### src/msb_pkg.sv
// Shared types, constants and codes for the masked sprite blitter.
`timescale 1ns / 1ps

package msb_pkg;

    localparam int ROW_BYTES = 16;
    localparam int ROWS = 128;
    localparam int STORE_BYTES = ROW_BYTES * ROWS;
    localparam int STORE_AW = $clog2(STORE_BYTES);

    localparam int SPAN_MAX = 255 * ROW_BYTES + 32;
    localparam int LIN_MAX0 = (SPAN_MAX > 2048) ? SPAN_MAX : 2048;
    localparam int LIN_MAX = (LIN_MAX0 > STORE_BYTES) ? LIN_MAX0 : STORE_BYTES;
    localparam int LIN_W = $clog2(LIN_MAX);

    localparam int MAX_WIDTH = 16;
    localparam logic [7:0] FILL_BYTE = 8'hFF;

    typedef enum logic [1:0] {
        FN_WRITE  = 2'd0,
        FN_READ   = 2'd1,
        FN_START  = 2'd2,
        FN_SPRITE = 2'd3
    } t_func;

    localparam logic [1:0] CFG_BLIT_X = 2'd0;
    localparam logic [1:0] CFG_BLIT_Y = 2'd1;
    localparam logic [1:0] CFG_WIDTH = 2'd2;

    typedef enum logic [3:0] {
        ST_CLEAR,
        ST_IDLE,
        ST_WRITE,
        ST_READ,
        ST_READ_WAIT,
        ST_START,
        ST_SPR_RD,
        ST_SPR_MRG,
        ST_PAD_MRG,
        ST_DONE
    } t_state;

    typedef struct packed {
        logic [6:0] blit_x;
        logic [6:0] blit_y;
        logic [4:0] width;
    } t_cfg;

endpackage

### src/msb_if.sv


interface msb_cfg_if;
    logic       valid;
    logic       ready;
    logic [1:0] index;
    logic [6:0] data;

    modport source (output valid, index, data, input ready);
    modport sink (input valid, index, data, output ready);
endinterface

### src/msb_cfg.sv
// Configuration registers of the blitter with the sprite width clamped to its legal range.
`timescale 1ns / 1ps

module msb_cfg import msb_pkg::*; (
    input  logic          i_clk,
    input  logic          i_rst_n,
    msb_cfg_if.sink       i_cfg,
    output t_cfg          o_cfg
);

    logic [6:0] r_blit_x;
    logic [6:0] r_blit_y;
    logic [4:0] r_width;
    logic       wr_en;

    assign i_cfg.ready = 1'b1;
    assign wr_en = i_cfg.valid && i_cfg.ready;

    always_ff @(posedge i_clk) begin
        if (!i_rst_n) begin
            r_blit_x <= 7'd0;
            r_blit_y <= 7'd0;
            r_width <= 5'd1;
        end else if (wr_en) begin
            case (i_cfg.index)
                CFG_BLIT_X: r_blit_x <= i_cfg.data;
                CFG_BLIT_Y: r_blit_y <= i_cfg.data;
                CFG_WIDTH:  r_width <= i_cfg.data[4:0];
                default: begin
                end
            endcase
        end
    end

    always_comb begin
        o_cfg.blit_x = r_blit_x;
        o_cfg.blit_y = r_blit_y;
        if (r_width == 5'd0) begin
            o_cfg.width = 5'd1;
        end else if (r_width > 5'(MAX_WIDTH)) begin
            o_cfg.width = 5'(MAX_WIDTH);
        end else begin
            o_cfg.width = r_width;
        end
    end

endmodule

### src/flat_wrapper.sv
// flat-port wrapper written by rule: the top's interface ports become plain ports
module msb_cfg_flat import msb_pkg::*;
  (i_clk, i_rst_n, o_cfg, i_cfg_valid, i_cfg_index, i_cfg_data, i_cfg_ready);
  msb_cfg_if i_cfg_i ();
  input  logic i_clk;
  input  logic i_rst_n;
  output t_cfg o_cfg;
  input wire logic [$bits(i_cfg_i.valid)-1:0] i_cfg_valid;
  input wire logic [$bits(i_cfg_i.index)-1:0] i_cfg_index;
  input wire logic [$bits(i_cfg_i.data)-1:0] i_cfg_data;
  output wire logic [$bits(i_cfg_i.ready)-1:0] i_cfg_ready;
  assign i_cfg_i.valid = i_cfg_valid;
  assign i_cfg_i.index = i_cfg_index;
  assign i_cfg_i.data = i_cfg_data;
  assign i_cfg_ready = i_cfg_i.ready;
  msb_cfg u_core (.i_clk(i_clk), .i_rst_n(i_rst_n), .i_cfg(i_cfg_i), .o_cfg(o_cfg));
endmodule
### config.mk
export PLATFORM = sky130hd
export DESIGN_NAME = msb_cfg_flat
export DESIGN_NICKNAME = d
export VERILOG_FILES = /design/src/msb_pkg.sv /design/src/msb_if.sv /design/src/msb_cfg.sv /design/src/flat_wrapper.sv
export SDC_FILE = /design/constraint.sdc
export NUM_CORES = 1
export LEC_CHECK = 0
export ABC_AREA = 1
export BUFFER_PORTS_ARGS = -buffer_cell sky130_fd_sc_hd__buf_2
export CAP_MARGIN = 20
export CORE_MARGIN = 5
export CORE_UTILIZATION = 48
export DETAILED_ROUTE_END_ITERATION = 12
export PLACE_DENSITY = 0.77
export REMOVE_ABC_BUFFERS = 1
export SYNTH_ARGS = -nofsm -noshare
export SYNTH_HDL_FRONTEND = slang
export SYNTH_SLANG_ARGS = --single-unit
### constraint.sdc
create_clock -name i_clk -period 0.95 [get_ports i_clk]
set_input_delay 0.1425 -clock i_clk [delete_from_list [all_inputs] [get_ports i_clk]]
set_output_delay 0.1425 -clock i_clk [all_outputs]
set_load 0.02 [all_outputs]
==> impl_metrics.ini, run 1 <==
[outcome]
run_status = complete, but fails checks
violations = negative setup slack

[critical_path]
cp_num_cells = 4
critPathSlowestCell = dfxtp_2
crit_required_ns = 0.81
path_buf_inv = 1
r2r_cells = 5
cp-end-kind = primary output
critical_path_class = flop to primary output
worstPathArrival_ns = 1.11
cp_max_fo = 2
cp_cell_sequence = nor2_2 > nand2_2 > a21oi_2 > buf_4
max_stage_delay_ns = 0.34
crit_family = flip-flops
cp-start-kind = flop

[logic_synthesis]
yosys.cell_count.top_type = nor2_1
synth-edff-count = 0
async_reset_ff_frac = 0
avgSynthCellArea_um2 = 6.83
netlist_top_cells_count = nor2_1, nand2_1, dfxtp_1, inv_1
synth_cell_types = 19
ys_ff_latch = 19
synth_area_leaders = dfxtp_1, nor2_1, nand2_1, inv_1, buf_6
yosysWarnings = 0
synth_top_flop_cell = dfxtp_1
yosysTopAreaCell = dfxtp_1
syn_area_um2 = 916
ys_seq_area_frac = 0.415
synthDominantCellAreaShare = 0.415
synth_cells = 134

[clock_tree]
hold_buffers = 0
clock-root-buffer = clkbuf_4
numClockSinks = 19
clk_latency_ns = 0.29
numCtsBuffers = 3
clk_pin_slew_ns = 0.10
cts_tree = built
cts.path.max_buffers = 2
cts_htree_levels = 1

[timing]
fmax_ghz = 0.799
hold_viol = 0
period_needed_ns = 1.25
setup_viol = 4
setup_slack_ns = -0.301
timing.hold.ws_ns = 0.0993
min_period_over_period = 1.32
tns_ns = -0.812
maxSlewViolCount = 0
rsz0062_at_grt = true
clock_skew_ns = 0

[drt]
finalWirelength_um = 2100
viasPerCell = 4.68
drc = 0
vias = 884
dr.pass1.iters = 4
wl_per_cell_um = 11.1
drt_iter0_drc = 19
antenna_left = 0

[floorplanning]
die_h_um = 53.7
die_area_um2 = 2880
ios = 32
die_w_um = 53.7
core_area_um2 = 1760
start_util = 0.519
rows = 15

[power_and_ir_drop]
vdd_drop_max_mv = 0.919
p_leak_nw = 0.643
power_density_nw_per_um2 = 1340

[layout]
syn2layout_area_growth_pct = 31.8
antenna_cells = 0
utilization = 0.684
regArea_um2 = 405
final_nets = 177
nFillCells = 165
drive_gt1_frac = 0.421
multi_input_area_um2 = 400

[place]
hpwl_um = 1500
gp_congestion = 0.799
port-buffer-count = 30

[grt]
grt_pass1_vias = 811
grt-ovfl-total = 0
grt_max_degree = 20
antenna_found_initial = 0
grt_first_pass_wirelength_um = 3290
grt_use_total = 0.160

[min_path]
holdPathStages = 3
hold_class = primary input to flop

[flow_run]
cap_violations = 0
layout by cell type, fill, tap and decap left out, types with 2 or more instances in the layout:
| cell | n |
|---|---|
| a21oi_1 | 7 |
| nor2_2 | 2 |
| nand2_2 | 4 |
| clkbuf_4 | 3 |
| nor2_1 | 31 |
| nand3_1 | 8 |
| inv_2 | 3 |
| dfxtp_2 | 17 |
| buf_6 | 11 |
| buf_4 | 12 |
| inv_1 | 17 |
| buf_2 | 11 |
| nand2_1 | 28 |
report_power, final:
part,internal (mW),switching (mW)
logic,0.150,0.205
registers,0.844,0.0307
clock network,0.163,0.226
total,1.16,0.462
cell type report:
class | count | share of cell area
sequential | 19 | 0.336
multi-input combinational | 87 | 0.332
timing repair buffer | 34 | 0.223
inverter | 20 | 0.0622
tap | 25 | 0.0259
clock buffer | 4 | 0.0218
kinds of logic (layout without fill, tap and decap cells):
family                 Yosys count  after routing  synth area share
buffers and inverters           28             58             0.164
other                            1              1           0.00409
AO/OA/AOI/OAI                    9              9            0.0492
flip-flops                      19             19             0.415
AND/OR/NAND/NOR                 77             77             0.367
path summary, 6_finish.rpt:
kind	start	slack (ns)	end
worst min register to register	u_core.r_blit_x[5]	0.49	u_core.r_blit_x[5]
worst max-delay path	u_core.r_width[2]	-0.30	o_cfg[1]
worst max register to register	u_core.r_width[2]	0.20	u_core.r_width[2]
worst min-delay path	i_cfg_data[6]	0.1	u_core.r_blit_y[6]
metal layers:
layer / up-vias / track usage / routed length [um]
met5: - / 0 / 0
met4: 0 / 0.106 / 62
met3: 7 / 0.0249 / 90
met2: 24 / 0.292 / 1110
met1: 399 / 0.166 / 842
li1: 454 / - / -
flip-flops by register name, indices dropped and copies added, names as in the netlist:
| name | cells |
|---|---|
| u_core.r_blit_x | 7 |
| u_core.r_blit_y | 7 |
| u_core.r_width | 5 |
stage by stage:
step / worst slack [ns] / cell area [um^2] / instances / total power [mW]
5_1_grt: -0.376 / 1210 / 189 / 1.73
3_5_place_dp: -0.00221 / 1040 / 183 / 1.18
4_1_cts: -0.315 / 1130 / 188 / 1.61
3_3_place_gp: 0.0617 / 1040 / 183 / 1.17
6_report: -0.301 / 1210 / 189 / 1.62
2_1_floorplan: -0.123 / 841 / 126 / 1.05
worst reg2reg max path, cell delays in order (launching register included):
cell and delay [ns]:
dfxtp_2 0.35, inv_2 0.04, buf_4 0.12, nand2_1 0.05, nand2_1 0.05, nor2_1 0.08
timing repair:
item / 4_1_cts / 5_1_grt
setup buffers: 1 / 1
resized for setup: 30 / 27
gates cloned: 0 / 0
setup endpoints to repair: 17 / 19
pin swaps: 2 / 3
Power figures use the tool's default switching activity.
==> inputs of run 2 (changes only) <==
ABC_AREA = default   (was 1)
CORE_UTILIZATION = 46   (was 48)
GPL_TIMING_DRIVEN = 0   (was default)
PLACE_DENSITY = 0.76   (was 0.77)
==> run 2 against run 1 <==
  * The run still ends with negative setup slack left
  * Combinational power down 35%
  * Largest cell class unchanged
  * Sequential cell count stayed put
  * Largest power group unchanged
  * Sequential power is 3.4% lower
  * Clock-buffer cell count is the same
  * Worst hold slack gained 0.0078 ns
  * Maximum frequency down 13%
  * Clock skew unchanged
  * Critical endpoint is now o_cfg[0]
  * Routed wire length shrank 23%
==> impl_metrics.ini, run 2 <==
[layout]
final_cell_area_um2 = 1110
final_cell_mix = nand2_1, mux2i_1, buf_4, dfxtp_2, buf_2
syn2layout_area_growth_pct = 37.7
antenna_cells = 0
drive_gt1_frac = 0.496
final_common_cell = nand2_1
utilization = 0.655
reg_top3 = u_core.r_blit_x: 7 flops, u_core.r_blit_y: 7 flops, u_core.r_width: 5 flops
final_cells = 130
final_nets = 126

[place]
dpl_cell_area_um2 = 926
dp_slack_ns = -0.329
port-buffer-count = 30
place_inst = 122
hpwl_um = 1100
gp_congestion = 0.657

[timing]
max_slew.worst_pin.slew_ns = 0.546
setup_slack_ns = -0.480
rsz0062_at_grt = true
min_period_over_period = 1.51
hold_viol = 0
period_needed_ns = 1.43
clock_skew_ns = 0
fmax_ghz = 0.699
maxSlewViolCount = 0
slew_headroom = 0.635
setup_viol = 5
tns_ns = -1.09

[logic_synthesis]
yosysWarnings = 0
netlist_top_cells_count = nand2_1, dfxtp_1, mux2i_1
synth_cells = 82
yosysTopAreaCell = dfxtp_1
yosys.cell_count.top_type = nand2_1
avgSynthCellArea_um2 = 9.80
synth_cell_types = 17
synth_area_leaders = dfxtp_1, mux2i_1, nand2_1, buf_6, nand3b_4
syn_area_um2 = 803
synthDominantCellAreaShare = 0.474
ys_ff_latch = 19
synth_top_flop_cell = dfxtp_1
async_reset_ff_frac = 0
ys_seq_area_frac = 0.474
synth-edff-count = 0

[power_and_ir_drop]
vdd_drop_max_mv = 1.07
power_density_nw_per_um2 = 1320
p_int_mw = 1.10
clkPwrFrac = 0.265
switching_share = 0.250
power_switching_mw = 0.366
seqPwrFrac = 0.577
pwr-share-comb = 0.158
p_leak_nw = 0.567

[drt]
drt_iter0_drc = 5
drc = 0
dr.pass1.iters = 2
wl_per_cell_um = 12.4
vias = 642
viasPerCell = 4.94
finalWirelength_um = 1610
antenna_left = 0

[clock_tree]
clk_latency_ns = 0.28
clk_pin_slew_ns = 0.10
clock-root-buffer = clkbuf_4
cts_htree_levels = 1
numCtsBuffers = 3
cts.path.max_buffers = 2
cts_tree = built
numClockSinks = 19

[critical_path]
cp_max_fo = 2
critical_path_class = flop to primary output
max_stage_delay_ns = 0.39
worstPathArrival_ns = 1.29
cp_cell_sequence = or3_1 > a21oi_2 > buf_4
crit_required_ns = 0.81
reg2reg_slack_ns = 0.17
cp-end-kind = primary output
cp-start-kind = flop
critPathSlowestCell = or3_1

[grt]
antenna_found_initial = 0
grt_use_total = 0.130
grt_max_degree = 27
grt-ovfl-total = 0
grt_pass1_vias = 589
grt_first_pass_wirelength_um = 2500

[floorplanning]
die_h_um = 51.8
rows = 15
ios = 32
die_area_um2 = 2680
die_w_um = 51.8
start_util = 0.476
core_area_um2 = 1690

[outcome]
violations = negative setup slack
run_status = complete, but fails checks

[flow_run]
cap_violations = 0

[min_path]
hold_class = primary input to flop
==> run 2: cell types whose count changed after synthesis, sizes merged, moves of 3 or more <==
cell   change
mux2i     +18
nor2      -34
nand2      -7
a21oi      -7
inv       -18
nand3     -10
nor2b      +3
==> run 2: critical path, delay by kind of cell (launching register included) <==
kind	cells	cell delay, ns
AO/OA/AOI/OAI	1	0.13
AND/OR/NAND/NOR	1	0.39
buffers and inverters	1	0.15
flip-flops	1	0.33
==> run 2: power by group through the flow <==
stage | combinational (mW) | sequential (mW) | clock (mW)
3_5_place_dp | 0.191 | 0.858 | 0
2_1_floorplan | 0.0812 | 0.885 | 0
4_1_cts | 0.210 | 0.839 | 0.408
3_3_place_gp | 0.188 | 0.857 | 0
5_1_grt | 0.251 | 0.850 | 0.445
6_report | 0.232 | 0.845 | 0.388
==> run 2: per-stage QoR <==
stage	hold slack (ns)	total power [mW]
4_1_cts	0.108	1.46
6_report	0.107	1.46
5_1_grt	0.121	1.55
3_5_place_dp	0.425	1.05
3_3_place_gp	0.413	1.04
2_1_floorplan	0.277	0.966
==> run 2: cell type report <==
cell class	count	area [um^2]
multi-input combinational	54	392
inverter	2	7.51
fill	140	583
sequential	19	400
clock buffer	4	26.3
tap	17	21.3
timing repair buffer	34	259
==> run 2: kinds of logic (layout without fill, tap and decap cells) <==
| group | after synthesis | count (layout) | synth area share |
|---|---|---|---|
| and+or+nand+nor | 33 | 33 | 0.210 |
| other | 1 | 1 | 0.00467 |
| muxes | 18 | 18 | 0.224 |
| buffers and inverters | 9 | 40 | 0.0701 |
| AOI/OAI and AO/OA | 2 | 2 | 0.0171 |
| DFF | 19 | 19 | 0.474 |
==> run 2: routing by layer <==
layer / GRT usage / vias to the layer above / wire (um)
li1: - / 328 / -
met1: 0.150 / 291 / 682
met2: 0.206 / 19 / 800
met3: 0.0344 / 4 / 95
met4: 0.0917 / 0 / 35
met5: 0 / - / 0
==> run 2: worst paths after layout <==
path                      start            endpoint  cells after the start
min               i_cfg_data[5]  u_core.r_blit_y[5]                      3
min reg2reg  u_core.r_blit_y[0]  u_core.r_blit_y[0]                      2
max reg2reg   u_core.r_width[2]   u_core.r_width[2]                      4
max           u_core.r_width[2]            o_cfg[0]                      3
==> run 2: repair_timing <==
| item | in CTS | in global routing |
|---|---|---|
| buffers inserted | 2 | 2 |
| pin swaps | 2 | 0 |
| endpoints found under the setup margin | 13 | 18 |
| hold buffers | 0 | 0 |
| resized for setup | 15 | 32 |
==> inputs of run 3 (changes only) <==
MAX_ROUTING_LAYER = met4   (was default)
PLACE_DENSITY = default   (was 0.76)
PLACE_DENSITY_LB_ADDON = 0.05   (was default)
==> run 3 against run 2 <==
  * The flow still finishes with violations (negative setup slack)
  * Global-route usage fell by 0.064 points
  * Utilization rose by 0.22 points
  * Highest routed layer unchanged
  * Clock-buffer cell count fell by 1
  * Non-clock buffer count fell by 2
  * First-iteration DRC count rose by 20%
  * Die area did not move
  * Sequential cell count did not move
  * Critical path type unchanged
==> impl_metrics.ini, run 3 (synthesis gave the netlist of run 2 again) <==
[drt]
vias = 626
dr.pass1.iters = 4
viasPerCell = 4.89
antenna_left = 0
drt_iter0_drc = 6
drc = 0
wl_per_cell_um = 12.6
finalWirelength_um = 1610

[power_and_ir_drop]
clkPwrFrac = 0.275
p_leak_nw = 0.563
power_density_nw_per_um2 = 1340
switching_share = 0.265
vdd_drop_max_mv = 1.08
p_int_mw = 1.09
seqPwrFrac = 0.569
power_switching_mw = 0.394
pwr-share-comb = 0.155

[critical_path]
crit_required_ns = 0.81
cp_max_fo = 2
critical_path_class = flop to primary output
cp-end-kind = primary output
cp-start-kind = flop
worstPathArrival_ns = 1.28

[layout]
final_cells = 128
drive_gt1_frac = 0.523
final_common_cell = nand2_1
antenna_cells = 0
final_cell_mix = nand2_1, mux2i_1, dfxtp_2
regArea_um2 = 404
multi_input_area_um2 = 392
final_nets = 124
syn2layout_area_growth_pct = 38.2
reg_top3 = u_core.r_blit_x: 7 flops, u_core.r_blit_y: 7 flops, u_core.r_width: 5 flops
nFillCells = 127

[clock_tree]
cts_htree_levels = 1
clk_pin_slew_ns = 0.11
clock-root-buffer = clkbuf_4
numCtsBuffers = 3
clk_latency_ns = 0.29
numClockSinks = 19
cts_tree = built
cts.path.max_buffers = 2

[grt]
grt_max_degree = 27
grt_use_total = 0.129
grt_pass1_vias = 573
grt-ovfl-total = 0
grt_first_pass_wirelength_um = 2480
antenna_found_initial = 0

[outcome]
run_status = complete, but fails checks
violations = negative setup slack

[place]
gp_congestion = 0.657
port-buffer-count = 30
place_inst = 122
dp_slack_ns = -0.316
hpwl_um = 1080

[flow_run]
cap_violations = 0

[timing]
setup_slack_ns = -0.469
clock_skew_ns = 0
hold_viol = 0
fmax_ghz = 0.704
period_needed_ns = 1.42
min_period_over_period = 1.49
maxSlewViolCount = 0
setup_viol = 5
max_slew.worst_pin.slew_ns = 0.555
slew_headroom = 0.630
rsz0062_at_grt = true

[floorplanning]
die_area_um2 = 2680
core_area_um2 = 1690
ios = 32
die_w_um = 51.8
start_util = 0.476
die_h_um = 51.8
rows = 15

[min_path]
hold_class = primary input to flop
## run 3: cell count changes in the layout (fill, tap and decap cells not counted)
cell,change
clkbuf_1,-1
buf_4,-4
dfxtp_1,-3
clkinv_2,+1
buf_6,+3
buf_2,-1
dfxtp_2,+3
## run 3: worst max-delay path, cell delays in order, from the launching register on
cell and delay, ns:
dfxtp_2 0.33, or3_1 0.38, a21oi_2 0.14, buf_6 0.13
## run 3: layout make-up
cell class,count,area share
clock buffer,3,0.0203
clock inverter,1,0.00451
inverter,2,0.00676
multi-input combinational,54,0.353
sequential,19,0.364
tap,17,0.0192
timing repair buffer,32,0.232
## run 3: power by group through the flow
| stage | sequential, mW | combinational (mW) | clock (mW) |
|---|---|---|---|
| 6_report | 0.848 | 0.231 | 0.410 |
| 2_1_floorplan | 0.885 | 0.0812 | 0 |
| 3_3_place_gp | 0.857 | 0.191 | 0 |
| 3_5_place_dp | 0.858 | 0.192 | 0 |
| 5_1_grt | 0.852 | 0.250 | 0.458 |
| 4_1_cts | 0.841 | 0.215 | 0.427 |
## run 3: final timing paths
path,startpoint,to,slack [ns],depth (start not counted)
worst min-delay path,i_cfg_data[5],u_core.r_blit_y[5],0.1,3
worst max register to register,u_core.r_blit_y[6],u_core.r_blit_y[6],0.26,3
worst min register to register,u_core.r_blit_x[5],u_core.r_blit_x[5],0.46,2
worst max-delay path,u_core.r_width[1],o_cfg[0],-0.47,3
## run 3: stage by stage
stage                util  TNS, ns  hold slack (ns)  power (mW)  instance area (um^2)
CTS                 0.608    -1.03           0.0909        1.48                  1030
floorplan               -   -0.216            0.277       0.966                   754
global placement    0.548    -3.38            0.420        1.05                   926
global route        0.657    -1.17           0.0885        1.56                  1110
detailed placement  0.548    -3.41            0.423        1.05                   926
finish              0.657   -0.953           0.0962        1.49                  1110
## run 3: timing repair
item	4_1_cts	5_1_grt
setup endpoints to repair	21	18
buffers inserted	1	1
pin swaps	1	0
gates cloned	0	0
gates resized for setup	24	30
hold buffers	0	0
## run 3: layer usage
layer  routed length, um  GRT usage  share of wire
met5                   0          -              0
met3                 110     0.0287          0.068
met1                 783      0.160           0.49
met4                  37     0.0655          0.023
met2                 678      0.197           0.42
